<file path="src/design/fpt_pkg.sv">
// shared types, codes and constants of the fermat primality tester
`default_nettype none
package fpt_pkg;

  localparam int unsigned DATA_W    = 32;
  localparam int unsigned ROUND_W   = 6;
  localparam int unsigned CFG_IDX_W = 1;
  localparam int unsigned STEP_W    = 5;
  localparam int unsigned TABLE_LEN = 25;

  localparam logic [CFG_IDX_W-1:0] CFG_ROUNDS = 1'd0;
  localparam logic [CFG_IDX_W-1:0] CFG_SEED   = 1'd1;

  localparam logic [ROUND_W-1:0] ROUNDS_RESET = 6'd30;
  localparam logic [DATA_W-1:0]  SEED_RESET   = 32'd1;
  localparam logic [DATA_W-1:0]  LFSR_MASK    = 32'hD000_0001;
  localparam logic [DATA_W-1:0]  TALLY_MAX    = 32'hFFFF_FFFF;

  // serial unit operations
  localparam logic [1:0] OP_DRAW = 2'd0;
  localparam logic [1:0] OP_GCD  = 2'd1;
  localparam logic [1:0] OP_SQR  = 2'd2;
  localparam logic [1:0] OP_MULA = 2'd3;

  localparam logic [6:0] SMALL_PRIMES [TABLE_LEN] = '{
    7'd2, 7'd3, 7'd5, 7'd7, 7'd11, 7'd13, 7'd17, 7'd19, 7'd23, 7'd29, 7'd31, 7'd37,
    7'd41, 7'd43, 7'd47, 7'd53, 7'd59, 7'd61, 7'd67, 7'd71, 7'd73, 7'd79, 7'd83,
    7'd89, 7'd97
  };

  typedef struct packed {
    logic       load;
    logic       round_clr;
    logic       round_inc;
    logic       start;
    logic [1:0] op;
    logic       gcd_init;
    logic       pow_init;
    logic       ebit_dec;
    logic       emit;
    logic       pass;
  } cmd_t;

  typedef struct packed {
    logic busy;
    logic below_two;
    logic small_hit;
    logic rounds_done;
    logic a_lt3;
    logic q_zero;
    logic p_one;
    logic e_bit;
    logic ebit_zero;
    logic r_one;
    logic out_free;
  } status_t;

  function automatic logic small_prime_hit(logic [DATA_W-1:0] x, int unsigned n);
    logic hit;
    hit = 1'b0;
    for (int i = 0; i < TABLE_LEN; i++) begin
      if ((i < n) && (x == DATA_W'(SMALL_PRIMES[i]))) hit = 1'b1;
    end
    return hit;
  endfunction

  function automatic logic [DATA_W-1:0] lfsr_next(logic [DATA_W-1:0] s);
    logic [DATA_W-1:0] n;
    n = s >> 1;
    if (s[0]) n = n ^ LFSR_MASK;
    return n;
  endfunction

endpackage
`default_nettype wire

</file>
<file path="src/design/fpt_ifs.sv">
// handshake channel interfaces of the fermat primality tester
`default_nettype none
interface fpt_in_if #(parameter int unsigned VALUE_WIDTH = 31);
  logic                   valid;
  logic                   ready;
  logic [VALUE_WIDTH-1:0] candidate;
  logic                   restart_count;
  modport source (output valid, candidate, restart_count, input ready);
  modport sink   (input valid, candidate, restart_count, output ready);
endinterface

interface fpt_out_if;
  logic        valid;
  logic        ready;
  logic        prime_flag;
  logic [31:0] prime_tally;
  modport source (output valid, prime_flag, prime_tally, input ready);
  modport sink   (input valid, prime_flag, prime_tally, output ready);
endinterface

interface fpt_cfg_if;
  logic        valid;
  logic        ready;
  logic [0:0]  index;
  logic [31:0] data;
  modport source (output valid, index, data, input ready);
  modport sink   (input valid, index, data, output ready);
endinterface
`default_nettype wire

</file>
<file path="src/design/fpt_datapath.sv">
// datapath: config registers, lfsr, shared serial modular unit, tally and result register
`default_nettype none
module fpt_datapath #(
  parameter int unsigned VALUE_WIDTH       = 31,
  parameter int unsigned SMALL_PRIME_COUNT = 25
) (
  input  wire                           clk_i,
  input  wire                           rst_ni,
  input  fpt_pkg::cmd_t                 cmd_i,
  output fpt_pkg::status_t              sts_o,
  input  wire [VALUE_WIDTH-1:0]         cand_i,
  input  wire                           restart_i,
  input  wire                           cfg_we_i,
  input  wire [fpt_pkg::CFG_IDX_W-1:0]  cfg_idx_i,
  input  wire [fpt_pkg::DATA_W-1:0]     cfg_data_i,
  output logic                          out_valid_o,
  input  wire                           out_ready_i,
  output logic                          prime_flag_o,
  output logic [fpt_pkg::DATA_W-1:0]    prime_tally_o
);

  localparam int unsigned W   = VALUE_WIDTH;
  localparam int unsigned TW  = W + 2;
  localparam int unsigned EBW = $clog2(W);
  localparam int unsigned DW  = fpt_pkg::DATA_W;

  logic [fpt_pkg::ROUND_W-1:0] round_count_q, rnd_q;
  logic [DW-1:0]               lfsr_q, tally_q, out_tally_q, dv_q, lfsr_nx, seed_ld;
  logic [W-1:0]                x_q, e_q, a_q, p_q, q_q, r_q, acc_q, m_q, b_q;
  logic [W-1:0]                addend, acc_next;
  logic [EBW-1:0]              ebit_q;
  logic [fpt_pkg::STEP_W-1:0]  cnt_q;
  logic [1:0]                  op_q;
  logic                        mul_q, busy_q, out_valid_q, out_prime_q, last_step;
  logic [TW-1:0]               t, m1, m2, m3;
  logic [DW-1:0]               tally_nx;

  assign lfsr_nx   = fpt_pkg::lfsr_next(lfsr_q);
  assign seed_ld   = (cfg_data_i == '0) ? fpt_pkg::SEED_RESET : cfg_data_i;
  assign last_step = (cnt_q == '1);

  // one digit of shift-add modular multiply or restoring remainder
  assign addend = mul_q ? (dv_q[DW-1] ? b_q : '0) : W'(dv_q[DW-1]);
  assign t  = TW'({acc_q, 1'b0}) + TW'(addend);
  assign m1 = TW'(m_q);
  assign m2 = {m1[TW-2:0], 1'b0};
  assign m3 = m1 + m2;

  always_comb begin
    if (t >= m3) begin
      acc_next = W'(t - m3);
    end else if (t >= m2) begin
      acc_next = W'(t - m2);
    end else if (t >= m1) begin
      acc_next = W'(t - m1);
    end else begin
      acc_next = W'(t);
    end
  end

  assign tally_nx = (cmd_i.pass && (tally_q != fpt_pkg::TALLY_MAX)) ? tally_q + 1'b1 : tally_q;

  always_ff @(posedge clk_i or negedge rst_ni) begin
    if (!rst_ni) begin
      round_count_q <= fpt_pkg::ROUNDS_RESET;
      lfsr_q        <= fpt_pkg::SEED_RESET;
      tally_q       <= '0;
      rnd_q         <= '0;
      busy_q        <= 1'b0;
      cnt_q         <= '0;
      out_valid_q   <= 1'b0;
    end else begin
      if (cfg_we_i) begin
        if (cfg_idx_i == fpt_pkg::CFG_ROUNDS) begin
          round_count_q <= cfg_data_i[fpt_pkg::ROUND_W-1:0];
        end else if (cfg_idx_i == fpt_pkg::CFG_SEED) begin
          lfsr_q <= seed_ld;
        end
      end else if (cmd_i.start && (cmd_i.op == fpt_pkg::OP_DRAW)) begin
        lfsr_q <= lfsr_nx;
      end
      if (cmd_i.load && restart_i) begin
        tally_q <= '0;
      end else if (cmd_i.emit) begin
        tally_q <= tally_nx;
      end
      if (cmd_i.round_clr) begin
        rnd_q <= '0;
      end else if (cmd_i.round_inc) begin
        rnd_q <= rnd_q + 1'b1;
      end
      if (cmd_i.start) begin
        busy_q <= 1'b1;
        cnt_q  <= '0;
      end else if (busy_q) begin
        cnt_q <= cnt_q + 1'b1;
        if (last_step) busy_q <= 1'b0;
      end
      if (cmd_i.emit) begin
        out_valid_q <= 1'b1;
      end else if (out_ready_i) begin
        out_valid_q <= 1'b0;
      end
    end
  end

  always_ff @(posedge clk_i) begin
    if (cmd_i.load) begin
      x_q <= cand_i;
      e_q <= cand_i - 1'b1;
    end
    if (cmd_i.gcd_init) begin
      p_q <= x_q;
      q_q <= a_q;
    end
    if (cmd_i.pow_init) begin
      r_q    <= W'(1);
      ebit_q <= EBW'(W - 1);
    end else if (cmd_i.ebit_dec) begin
      ebit_q <= ebit_q - 1'b1;
    end
    if (cmd_i.start) begin
      op_q  <= cmd_i.op;
      acc_q <= '0;
      case (cmd_i.op)
        fpt_pkg::OP_DRAW: begin
          dv_q  <= {1'b0, lfsr_nx[DW-2:0]};
          m_q   <= x_q;
          b_q   <= '0;
          mul_q <= 1'b0;
        end
        fpt_pkg::OP_GCD: begin
          dv_q  <= DW'(p_q);
          m_q   <= q_q;
          b_q   <= '0;
          mul_q <= 1'b0;
        end
        fpt_pkg::OP_SQR: begin
          dv_q  <= DW'(r_q);
          m_q   <= x_q;
          b_q   <= r_q;
          mul_q <= 1'b1;
        end
        default: begin
          dv_q  <= DW'(r_q);
          m_q   <= x_q;
          b_q   <= a_q;
          mul_q <= 1'b1;
        end
      endcase
    end else if (busy_q) begin
      acc_q <= acc_next;
      dv_q  <= {dv_q[DW-2:0], 1'b0};
      if (last_step) begin
        case (op_q)
          fpt_pkg::OP_DRAW: a_q <= acc_next;
          fpt_pkg::OP_GCD: begin
            p_q <= q_q;
            q_q <= acc_next;
          end
          default: r_q <= acc_next;
        endcase
      end
    end
    if (cmd_i.emit) begin
      out_prime_q <= cmd_i.pass;
      out_tally_q <= tally_nx;
    end
  end

  assign sts_o.busy        = busy_q;
  assign sts_o.below_two   = (x_q < W'(2));
  assign sts_o.small_hit   = fpt_pkg::small_prime_hit(DW'(x_q), SMALL_PRIME_COUNT);
  assign sts_o.rounds_done = (rnd_q == round_count_q);
  assign sts_o.a_lt3       = (a_q < W'(3));
  assign sts_o.q_zero      = (q_q == '0);
  assign sts_o.p_one       = (p_q == W'(1));
  assign sts_o.e_bit       = e_q[ebit_q];
  assign sts_o.ebit_zero   = (ebit_q == '0);
  assign sts_o.r_one       = (r_q == W'(1));
  assign sts_o.out_free    = !out_valid_q || out_ready_i;

  assign out_valid_o   = out_valid_q;
  assign prime_flag_o  = out_prime_q;
  assign prime_tally_o = out_tally_q;

endmodule
`default_nettype wire

</file>
<file path="src/design/fpt_ctrl.sv">
// controller: sequences table check, base draws, gcd and modular exponentiation
`default_nettype none
module fpt_ctrl (
  input  wire              clk_i,
  input  wire              rst_ni,
  input  wire              in_valid_i,
  output logic             in_ready_o,
  input  fpt_pkg::status_t sts_i,
  output fpt_pkg::cmd_t    cmd_o
);

  localparam logic [3:0] S_IDLE      = 4'd0;
  localparam logic [3:0] S_CHECK     = 4'd1;
  localparam logic [3:0] S_ROUND     = 4'd2;
  localparam logic [3:0] S_DRAW_WAIT = 4'd3;
  localparam logic [3:0] S_DRAW_CHK  = 4'd4;
  localparam logic [3:0] S_GCD       = 4'd5;
  localparam logic [3:0] S_GCD_WAIT  = 4'd6;
  localparam logic [3:0] S_POW       = 4'd7;
  localparam logic [3:0] S_SQR_WAIT  = 4'd8;
  localparam logic [3:0] S_MUL_WAIT  = 4'd9;
  localparam logic [3:0] S_NEXT_BIT  = 4'd10;
  localparam logic [3:0] S_FINISH    = 4'd11;

  logic [3:0] state_q, state_d;
  logic       pass_q, pass_d;

  assign in_ready_o = (state_q == S_IDLE);

  always_comb begin
    state_d = state_q;
    pass_d  = pass_q;
    cmd_o   = '0;
    case (state_q)
      S_IDLE: begin
        if (in_valid_i) begin
          cmd_o.load = 1'b1;
          state_d    = S_CHECK;
        end
      end
      S_CHECK: begin
        if (sts_i.below_two) begin
          pass_d  = 1'b0;
          state_d = S_FINISH;
        end else if (sts_i.small_hit) begin
          pass_d  = 1'b1;
          state_d = S_FINISH;
        end else begin
          cmd_o.round_clr = 1'b1;
          state_d         = S_ROUND;
        end
      end
      S_ROUND: begin
        if (sts_i.rounds_done) begin
          pass_d  = 1'b1;
          state_d = S_FINISH;
        end else begin
          cmd_o.start = 1'b1;
          cmd_o.op    = fpt_pkg::OP_DRAW;
          state_d     = S_DRAW_WAIT;
        end
      end
      S_DRAW_WAIT: begin
        if (!sts_i.busy) state_d = S_DRAW_CHK;
      end
      S_DRAW_CHK: begin
        if (sts_i.a_lt3) begin
          cmd_o.start = 1'b1;
          cmd_o.op    = fpt_pkg::OP_DRAW;
          state_d     = S_DRAW_WAIT;
        end else begin
          cmd_o.gcd_init = 1'b1;
          state_d        = S_GCD;
        end
      end
      S_GCD: begin
        if (sts_i.q_zero) begin
          if (sts_i.p_one) begin
            cmd_o.pow_init = 1'b1;
            state_d        = S_POW;
          end else begin
            pass_d  = 1'b0;
            state_d = S_FINISH;
          end
        end else begin
          cmd_o.start = 1'b1;
          cmd_o.op    = fpt_pkg::OP_GCD;
          state_d     = S_GCD_WAIT;
        end
      end
      S_GCD_WAIT: begin
        if (!sts_i.busy) state_d = S_GCD;
      end
      S_POW: begin
        cmd_o.start = 1'b1;
        cmd_o.op    = fpt_pkg::OP_SQR;
        state_d     = S_SQR_WAIT;
      end
      S_SQR_WAIT: begin
        if (!sts_i.busy) begin
          if (sts_i.e_bit) begin
            cmd_o.start = 1'b1;
            cmd_o.op    = fpt_pkg::OP_MULA;
            state_d     = S_MUL_WAIT;
          end else begin
            state_d = S_NEXT_BIT;
          end
        end
      end
      S_MUL_WAIT: begin
        if (!sts_i.busy) state_d = S_NEXT_BIT;
      end
      S_NEXT_BIT: begin
        if (!sts_i.ebit_zero) begin
          cmd_o.ebit_dec = 1'b1;
          state_d        = S_POW;
        end else if (sts_i.r_one) begin
          cmd_o.round_inc = 1'b1;
          state_d         = S_ROUND;
        end else begin
          pass_d  = 1'b0;
          state_d = S_FINISH;
        end
      end
      S_FINISH: begin
        if (sts_i.out_free) begin
          cmd_o.emit = 1'b1;
          cmd_o.pass = pass_q;
          state_d    = S_IDLE;
        end
      end
      default: begin
        state_d = S_IDLE;
      end
    endcase
  end

  always_ff @(posedge clk_i or negedge rst_ni) begin
    if (!rst_ni) begin
      state_q <= S_IDLE;
      pass_q  <= 1'b0;
    end else begin
      state_q <= state_d;
      pass_q  <= pass_d;
    end
  end

endmodule
`default_nettype wire

</file>
<file path="src/design/fermat_primality_tester.sv">
// Fermat primality tester: one candidate in, one verdict with running prime tally out.
// Candidates below 2 and the table primes go from the check state straight to the finish state,
// which hands the verdict to the output register; the controller then returns to idle for the
// next item. Every other candidate x runs up to round_count rounds on one shared bit-serial
// modular unit: each round draws a base (redrawn while below 3), runs Euclid remainder steps
// for the gcd of x and the base, and does square-and-multiply exponentiation over VALUE_WIDTH
// bits of x-1, with a multiply per set bit.
// A new item is taken only in idle; a finished result waits in the output register while the
// next candidate is taken.
`default_nettype none
module fermat_primality_tester #(
  parameter int unsigned VALUE_WIDTH       = 31,
  parameter int unsigned SMALL_PRIME_COUNT = 25
) (
  input  wire              clk_i,
  input  wire              rst_ni,
  fpt_in_if.sink           in_item,
  fpt_out_if.source        out_item,
  fpt_cfg_if.sink          cfg
);

  fpt_pkg::cmd_t    cmd;
  fpt_pkg::status_t sts;
  logic             in_ready;

  assign in_item.ready = in_ready;
  assign cfg.ready     = 1'b1;

  fpt_ctrl u_ctrl (
    .clk_i      (clk_i),
    .rst_ni     (rst_ni),
    .in_valid_i (in_item.valid),
    .in_ready_o (in_ready),
    .sts_i      (sts),
    .cmd_o      (cmd)
  );

  fpt_datapath #(
    .VALUE_WIDTH       (VALUE_WIDTH),
    .SMALL_PRIME_COUNT (SMALL_PRIME_COUNT)
  ) u_datapath (
    .clk_i         (clk_i),
    .rst_ni        (rst_ni),
    .cmd_i         (cmd),
    .sts_o         (sts),
    .cand_i        (in_item.candidate),
    .restart_i     (in_item.restart_count),
    .cfg_we_i      (cfg.valid),
    .cfg_idx_i     (cfg.index),
    .cfg_data_i    (cfg.data),
    .out_valid_o   (out_item.valid),
    .out_ready_i   (out_item.ready),
    .prime_flag_o  (out_item.prime_flag),
    .prime_tally_o (out_item.prime_tally)
  );

`ifndef SYNTHESIS
  a_busy_after_accept: assert property (@(posedge clk_i) disable iff (!rst_ni)
    (in_item.valid && in_ready) |=> !in_ready)
    else $error("item taken while a candidate is in work");

  a_emit_slot_free: assert property (@(posedge clk_i) disable iff (!rst_ni)
    cmd.emit |-> (!out_item.valid || out_item.ready))
    else $error("result overwrote an item not yet taken");

  a_emit_shows: assert property (@(posedge clk_i) disable iff (!rst_ni)
    cmd.emit |=> out_item.valid)
    else $error("result not presented after completion");

  a_no_start_busy: assert property (@(posedge clk_i) disable iff (!rst_ni)
    cmd.start |-> !sts.busy)
    else $error("serial unit started while busy");
`endif

endmodule
`default_nettype wire
</file>
<file path="src/flat_wrapper.sv">
// flat-port wrapper written by rule: the top's interface ports become plain ports
module fermat_primality_tester_flat 
#(
  parameter int unsigned VALUE_WIDTH       = 31,
  parameter int unsigned SMALL_PRIME_COUNT = 25
)
  (clk_i, rst_ni, in_item_valid, in_item_candidate, in_item_restart_count, in_item_ready, out_item_valid, out_item_prime_flag, out_item_prime_tally, out_item_ready, cfg_valid, cfg_index, cfg_data, cfg_ready);
  fpt_in_if #(.VALUE_WIDTH(VALUE_WIDTH)) in_item_i ();
  fpt_out_if out_item_i ();
  fpt_cfg_if cfg_i ();
  input  wire clk_i;
  input  wire rst_ni;
  input wire logic [$bits(in_item_i.valid)-1:0] in_item_valid;
  input wire logic [$bits(in_item_i.candidate)-1:0] in_item_candidate;
  input wire logic [$bits(in_item_i.restart_count)-1:0] in_item_restart_count;
  output wire logic [$bits(in_item_i.ready)-1:0] in_item_ready;
  output wire logic [$bits(out_item_i.valid)-1:0] out_item_valid;
  output wire logic [$bits(out_item_i.prime_flag)-1:0] out_item_prime_flag;
  output wire logic [$bits(out_item_i.prime_tally)-1:0] out_item_prime_tally;
  input wire logic [$bits(out_item_i.ready)-1:0] out_item_ready;
  input wire logic [$bits(cfg_i.valid)-1:0] cfg_valid;
  input wire logic [$bits(cfg_i.index)-1:0] cfg_index;
  input wire logic [$bits(cfg_i.data)-1:0] cfg_data;
  output wire logic [$bits(cfg_i.ready)-1:0] cfg_ready;
  assign in_item_i.valid = in_item_valid;
  assign in_item_i.candidate = in_item_candidate;
  assign in_item_i.restart_count = in_item_restart_count;
  assign in_item_ready = in_item_i.ready;
  assign out_item_valid = out_item_i.valid;
  assign out_item_prime_flag = out_item_i.prime_flag;
  assign out_item_prime_tally = out_item_i.prime_tally;
  assign out_item_i.ready = out_item_ready;
  assign cfg_i.valid = cfg_valid;
  assign cfg_i.index = cfg_index;
  assign cfg_i.data = cfg_data;
  assign cfg_ready = cfg_i.ready;
  fermat_primality_tester #(.VALUE_WIDTH(VALUE_WIDTH), .SMALL_PRIME_COUNT(SMALL_PRIME_COUNT)) u_core (.clk_i(clk_i), .rst_ni(rst_ni), .in_item(in_item_i), .out_item(out_item_i), .cfg(cfg_i));
endmodule
</file>
<file path="config.mk">
export PLATFORM = sky130hd
export DESIGN_NAME = fermat_primality_tester_flat
export DESIGN_NICKNAME = d
export VERILOG_FILES = /design/src/design/fpt_pkg.sv /design/src/design/fpt_ifs.sv /design/src/design/fpt_datapath.sv /design/src/design/fpt_ctrl.sv /design/src/design/fermat_primality_tester.sv /design/src/flat_wrapper.sv
export SDC_FILE = /design/constraint.sdc
export NUM_CORES = 1
export LEC_CHECK = 0
export ABC_AREA = 0
export BUFFER_PORTS_ARGS = -buffer_cell sky130_fd_sc_hd__clkbuf_2
export CAP_MARGIN = 15
export CORE_ASPECT_RATIO = 1.5
export CORE_MARGIN = 4
export CORE_UTILIZATION = 35
export CTS_CLUSTER_SIZE = 12
export DETAILED_ROUTE_END_ITERATION = 12
export PLACE_DENSITY_LB_ADDON = 0.2
export SLEW_MARGIN = 20
export SYNTH_ARGS = -nofsm -noshare
export SYNTH_HDL_FRONTEND = slang
export SYNTH_SLANG_ARGS = --single-unit
</file>
<file path="constraint.sdc">
create_clock -name clk_i -period 5.4 [get_ports clk_i]
set_input_delay 1.08 -clock clk_i [delete_from_list [all_inputs] [get_ports clk_i]]
set_output_delay 1.08 -clock clk_i [all_outputs]
set_load 0.1 [all_outputs]
</file>
==> flow_summary.ini, run 1 <==
[detailed_routing]
drc = 0
ant_nets = 0
via_count = 26810
routedWlPerCell_um = 23.34
routed_wl_mm = 111.3
drtIter0Drc = 1637
avgViaCountPerCell = 5.624
drtPass1Iterations = 7

[timing]
fin_crit_ps = 5730
skew_ps = 32.15
setup_tns_ps = -13600
setup_viol = 104
final_hold_viol_count = 0
slew_viol_final = 0
tightestPinTransition_ps = 934.2
fmax_mhz = 174.5
fin_crit_sh_pct = 106.1
rsz0062_at_grt = yes
fin_ws_ps = -330.0
slew_headroom_pct = 37.27

[synthesis]
ys_ff_latch = 440
yosysUniqueCellTypes = 91
post-synth-top-count-cell = nand2_1
syn_avg_cell_area_um2 = 9.371
synth_nets = 3285
synth_warnings = 0
ys_seq_area_share_pct = 40.20
yosysTopAreaCellShare_pct = 23.44
synth_area_leaders = edfxtp_1, dfxtp_1, dfrtp_1
synth_commonest_cells = nand2_1, nor2_1, edfxtp_1
netlist_area_um2 = 28570
synth_ff_type = edfxtp_1
synth_edf_count = 223
yosysTopAreaCell = edfxtp_1
synth_cells = 3049
async_reset_ff_share_pct = 20.00

[die]
fp-row-count = 128
die_y_um = 357.9
chipWidth_um = 241.3
initial_core_util_pct = 35.26
io_pins = 106
dieArea_um2 = 86370
core_area_um2 = 81040

[finish]
fillers = 7705
antennaDiodeCount = 0
fin_cells = 4767
final_layout_size_suffix_gt1_share_pct = 32.68
area_delta_synth_final_pct = 35.11
nNetsFinal = 3931

[grt]
grt_antenna_before_repair = 1
grt_pass1_wl_mm = 162.5
track_usage_pct = 24.76
grt_pass1_vias = 26940
grt_max_degree = 71
grt_overflow = 0

[clocking]
clk_path_buf_depth = 3
htreeDepth = 2
clk_pin_slew_worst_paths_ps = 70
cts_tree = yes
cts-root-buf = clkbuf_16
clkLatencyLatePin_ps = 570
cts_sinks = 440
cts.hold.buffers_added = 0
cts_inserted_buffers = 42

[setup_path]
max_stage_delay_ps = 470
required_ps = 5690
rr_worst_depth = 30
end_kind = flip-flop
cp.arrival_ps = 6020
cpMaxStageDelayCell = edfxtp_1
rrSetupSlack_ps = -330
path_class = reg -> reg
path_max_fanout = 4
regToRegStartpoint = u_core.u_datapath.m_q[1]
rr_endpoint = u_core.u_datapath.a_q[17]
crit_path_start_kind = flip-flop
critPathMostFrequentCell = buf_4

[placed_design]
dp_hpwl_mm = 86.93
place_ws_ps = -1205
portBuffers = 104
placedCellCount = 4609
gp_congestion = 0.9455

[min_path]
hp-class = reg -> reg
hold_path_depth = 2
hp-start = u_core.u_datapath.acc_q[28]
min_to = u_core.u_datapath.acc_q[28]

[status]
violations = negative setup slack
status = complete, but fails checks

[flow_run]
drv_cap = 0
cells by family (layout without fill, tap and decap cells):
kind of cell | count (synthesis) | in the layout | synth area share (%)
compound gates | 868 | 868 | 19.67
simple gates | 955 | 955 | 16.65
flops | 440 | 440 | 40.20
fa+ha+maj | 166 | 166 | 7.400
buf+inv | 256 | 934 | 3.490
other cells | 1 | 1 | 0.01312
xor+xnor | 190 | 190 | 5.824
mux | 173 | 173 | 6.748
critical path, delay by kind of cell, from the launching register on:
kind | cells | cell delay [ps]
buf+inv | 9 | 1170
compound gates | 10 | 1480
flops | 1 | 470
simple gates | 8 | 1600
fa+ha+maj | 3 | 720
sequential cells by signal, indices dropped and copies added, names as in the netlist, 32 cells and up:
register                         count
u_core.u_datapath.lfsr_q            32
u_core.u_datapath.tally_q           32
u_core.u_datapath.prime_tally_o     32
u_core.u_datapath.dv_q              32
final cells by class:
| cell class | instances | area, um^2 | area share, % |
|---|---|---|---|
| multi-input cells | 2353 | 18230 | 47.21 |
| flip-flops and latches | 440 | 11490 | 29.76 |
| repair buffers | 742 | 5948 | 15.41 |
| well taps | 1040 | 1301 | 3.371 |
| clock buffers | 75 | 1196 | 3.098 |
| inverters | 116 | 437.9 | 1.134 |
| clock inverters | 1 | 8.758 | 0.02269 |
layer usage:
| metal | routed length (um) | share of wire [%] | global-route usage (%) | vias up |
|---|---|---|---|---|
| li1 | - | - | - | 12750 |
| met1 | 39660 | 36 | 25.58 | 12990 |
| met2 | 58110 | 52 | 46.68 | 716 |
| met3 | 3529 | 3.2 | 2.254 | 348 |
| met4 | 9971 | 9.0 | 17.02 | 2 |
| met5 | 7 | 0.0063 | 0 | - |
metrics by stage:
stage / util, % / cell area [um^2] / hold slack [ps]
global placement: 42.30 / 34280 / 444.3
global route: 47.64 / 38600 / 491.5
finish: 47.64 / 38600 / 461.4
floorplan: - / 28600 / 431.5
detailed placement: 42.30 / 34280 / 454.3
CTS: 46.12 / 37370 / 454.9
repair_timing:
item	CTS	global route
gates cloned	4	6
pin swaps	115	110
resized for setup	336	192
setup endpoints to repair	124	124
buffers inserted	47	41
endpoints found under the hold margin	0	0
worst max path at each step:
stage,start,end,slack (ps),depth (start not counted)
2_1_floorplan,u_core.u_datapath.mul_q,u_core.u_datapath.a_q[14],-5,25
3_3_place_gp,u_core.u_datapath.m_q[1],u_core.u_datapath.a_q[22],-1150,25
3_5_place_dp,u_core.u_datapath.m_q[1],u_core.u_datapath.a_q[22],-1200,25
4_1_cts,u_core.u_datapath.m_q[0],u_core.u_datapath.a_q[30],-400,30
5_1_grt,u_core.u_datapath.m_q[1],u_core.u_datapath.a_q[2],-490,31
6_report,u_core.u_datapath.m_q[1],u_core.u_datapath.a_q[17],-330,30
cells in the final DEF, fill, tap and decap left out, types with 99 or more instances in the layout:
cell type    n
inv_1       99
ha_1       135
edfxtp_1   223
nand2_1    221
nor2_1     217
dfxtp_1    129
o21ai_0    142
a21oi_1    174
buf_4      555
clkbuf_2   103
Power of run 1 is left out: the tool's default activity adds up to more than one toggle a clock period on the data nets, which glitch-free logic cannot reach.
==> inputs of run 2 (changes only) <==
--- a/config.mk
+++ b/config.mk
@@ -5,7 +5,7 @@
 export SDC_FILE = /design/constraint.sdc
 export NUM_CORES = 1
 export LEC_CHECK = 0
-export ABC_AREA = 0
+export ABC_AREA = 1
 export BUFFER_PORTS_ARGS = -buffer_cell sky130_fd_sc_hd__clkbuf_2
 export CAP_MARGIN = 15
 export CORE_ASPECT_RATIO = 1.5
@@ -13,8 +13,10 @@
 export CORE_UTILIZATION = 35
 export CTS_CLUSTER_SIZE = 12
 export DETAILED_ROUTE_END_ITERATION = 12
+export GPL_TIMING_DRIVEN = 0
 export PLACE_DENSITY_LB_ADDON = 0.2
 export SLEW_MARGIN = 20
 export SYNTH_ARGS = -nofsm -noshare
 export SYNTH_HDL_FRONTEND = slang
+export SYNTH_HIERARCHICAL = 1
 export SYNTH_SLANG_ARGS = --single-unit
==> run 2 against run 1 <==
Effect of this change: the run now ends clean; register-to-register slack better by 460 ps; synthesized cell count up 43%; hold slack worse by 39 ps; critical path depth unchanged; non-clock buffer count down 480.
==> flow_summary.ini, run 2 <==
[timing]
skew_ps = 24.04
setup_viol = 0
final_hold_viol_count = 0
fmax_mhz = 189.7
tightestPinTransition_ps = 1004
fin_ws_ps = 127.8
fin_crit_ps = 5272
slew_viol_final = 0
fin_crit_sh_pct = 97.63
slew_headroom_pct = 32.46

[setup_path]
path_class = reg -> reg
crit_path_start_kind = flip-flop
cpMaxStageDelayCell = edfxtp_1
path_max_fanout = 10
required_ps = 5910
rr_worst_depth = 30
cp.arrival_ps = 5780
max_stage_delay_ps = 510
end_kind = flip-flop
critPathMostFrequentCell = nand2_1

[detailed_routing]
drtIter0Drc = 2237
routed_wl_mm = 131.5
drc = 0
via_count = 30420
routedWlPerCell_um = 22.95
drtPass1Iterations = 6
avgViaCountPerCell = 5.310
ant_nets = 0

[clocking]
cts_inserted_buffers = 43
cts_sinks = 440
cts_tree = yes
clkLatencyLatePin_ps = 580
clk_pin_slew_worst_paths_ps = 70
htreeDepth = 2
clk_path_buf_depth = 3
cts.hold.buffers_added = 0
cts-root-buf = clkbuf_16

[finish]
nNetsFinal = 4785
fillers = 9364
final_cell_mix = nand2_1, inv_1, nor2_1, o21ai_0, edfxtp_1
final_layout_size_suffix_gt1_share_pct = 10.74
antennaDiodeCount = 0
area_delta_synth_final_pct = 14.13
layout_commonest_cell = nand2_1
multi_input_area_um2 = 17380
seq_area_um2 = 11490

[synthesis]
synth_warnings = 6
ys_seq_area_share_pct = 36.79
synth_ff_type = edfxtp_1
yosysTopAreaCell = edfxtp_1
yosysUniqueCellTypes = 67
ys_ff_latch = 440
synth_cells = 4362
synth_nets = 4598
post-synth-top-count-cell = nand2_1
yosysTopAreaCellShare_pct = 21.45
synth_area_leaders = edfxtp_1, nand2_1, dfxtp_1
synth_edf_count = 223
synth_commonest_cells = nand2_1, inv_1, nor2_1
netlist_area_um2 = 31220
async_reset_ff_share_pct = 20.00
syn_avg_cell_area_um2 = 7.158

[min_path]
hp-class = in -> async

[die]
io_pins = 106
core_area_um2 = 88030
dieArea_um2 = 94140
initial_core_util_pct = 35.47
die_y_um = 373.8
fp-row-count = 133
chipWidth_um = 251.9

[grt]
grt_overflow = 0
grt_max_degree = 56
grt_pass1_wl_mm = 189.6
track_usage_pct = 26.84
grt_pass1_vias = 30380
grt_antenna_before_repair = 0

[placed_design]
portBuffers = 103
place_ws_ps = -855.4
dp_hpwl_mm = 107.1
gp_congestion = 1.064

[flow_run]
drv_cap = 0

[status]
status = complete, no violations
run 2: through the flow:
stage | cells | hold slack (ps) | utilization, % | instance area, um^2 | setup TNS, ps
2_1_floorplan | 4362 | 425.8 | - | 31240 | 0
3_3_place_gp | 5612 | 438.2 | 37.70 | 33190 | -274510
3_5_place_dp | 5619 | 441.2 | 37.92 | 33380 | -68040
4_1_cts | 5706 | 404.5 | 39.80 | 35040 | -129.8
5_1_grt | 5728 | 431.9 | 40.48 | 35630 | -18.17
6_report | 5728 | 422.4 | 40.48 | 35630 | 0
run 2: cells by family after synthesis:
| kind of cell | Yosys count | synth area share, % |
|---|---|---|
| buffers and inverters | 771 | 9.634 |
| muxes | 6 | 0.2164 |
| other | 1 | 0.01201 |
| adders and majority gates | 166 | 6.773 |
| and+or+nand+nor | 2036 | 27.93 |
| DFF | 440 | 36.79 |
| xor gates and xnor gates | 171 | 4.797 |
| AOI/OAI and AO/OA | 771 | 13.84 |
run 2: what timing repair did:
item,in CTS,in global routing
gates cloned,0,2
setup buffers,10,20
pin swaps,4,9
setup endpoints to repair,132,154
gates resized for setup,66,108
run 2: final timing paths:
check / start / to / slack, ps
setup / recovery: u_core/u_datapath/dv_q[31] / u_core/u_datapath/acc_q[14] / 130
hold / removal: rst_ni / u_core/u_datapath/rnd_q[2] / 420
min in group clk_i: u_core/u_datapath/r_q[27] / u_core/u_datapath/r_q[27] / 460
max in group asynchronous: rst_ni / u_core/u_datapath/round_count_q[1] / 4370
setup reg to reg: u_core/u_datapath/dv_q[31] / u_core/u_datapath/acc_q[14] / 130
hold reg to reg: u_core/u_datapath/r_q[27] / u_core/u_datapath/r_q[27] / 460
run 2: layout make-up:
cell class              instances  share of cell area [%]
multi-input cells            3153                   48.78
flip-flops and latches        440                   32.24
inverters                     649                   6.900
well taps                    1147                   4.028
clock buffers                  71                   3.371
repair buffers                140                   2.816
plain buffers                 122                   1.752
clock inverters                 6                  0.1159
run 2: per-layer routing:
layer / wire length (um) / track usage, %
met1: 44290 / 26.07
met2: 66680 / 49.48
met3: 5068 / 2.646
met4: 15440 / 24.31
met5: 0 / 0
run 2: worst max-delay path: cells and delay by family (launching register included):
kind                       cells  cell delay, ps
and+or+nand+nor               16            1890
buffers and inverters          6            1010
adders and majority gates      3             940
AOI/OAI and AO/OA              4             610
DFF                            1             510
xor gates and xnor gates       1             180
Power of run 2 is left out for the same reason.
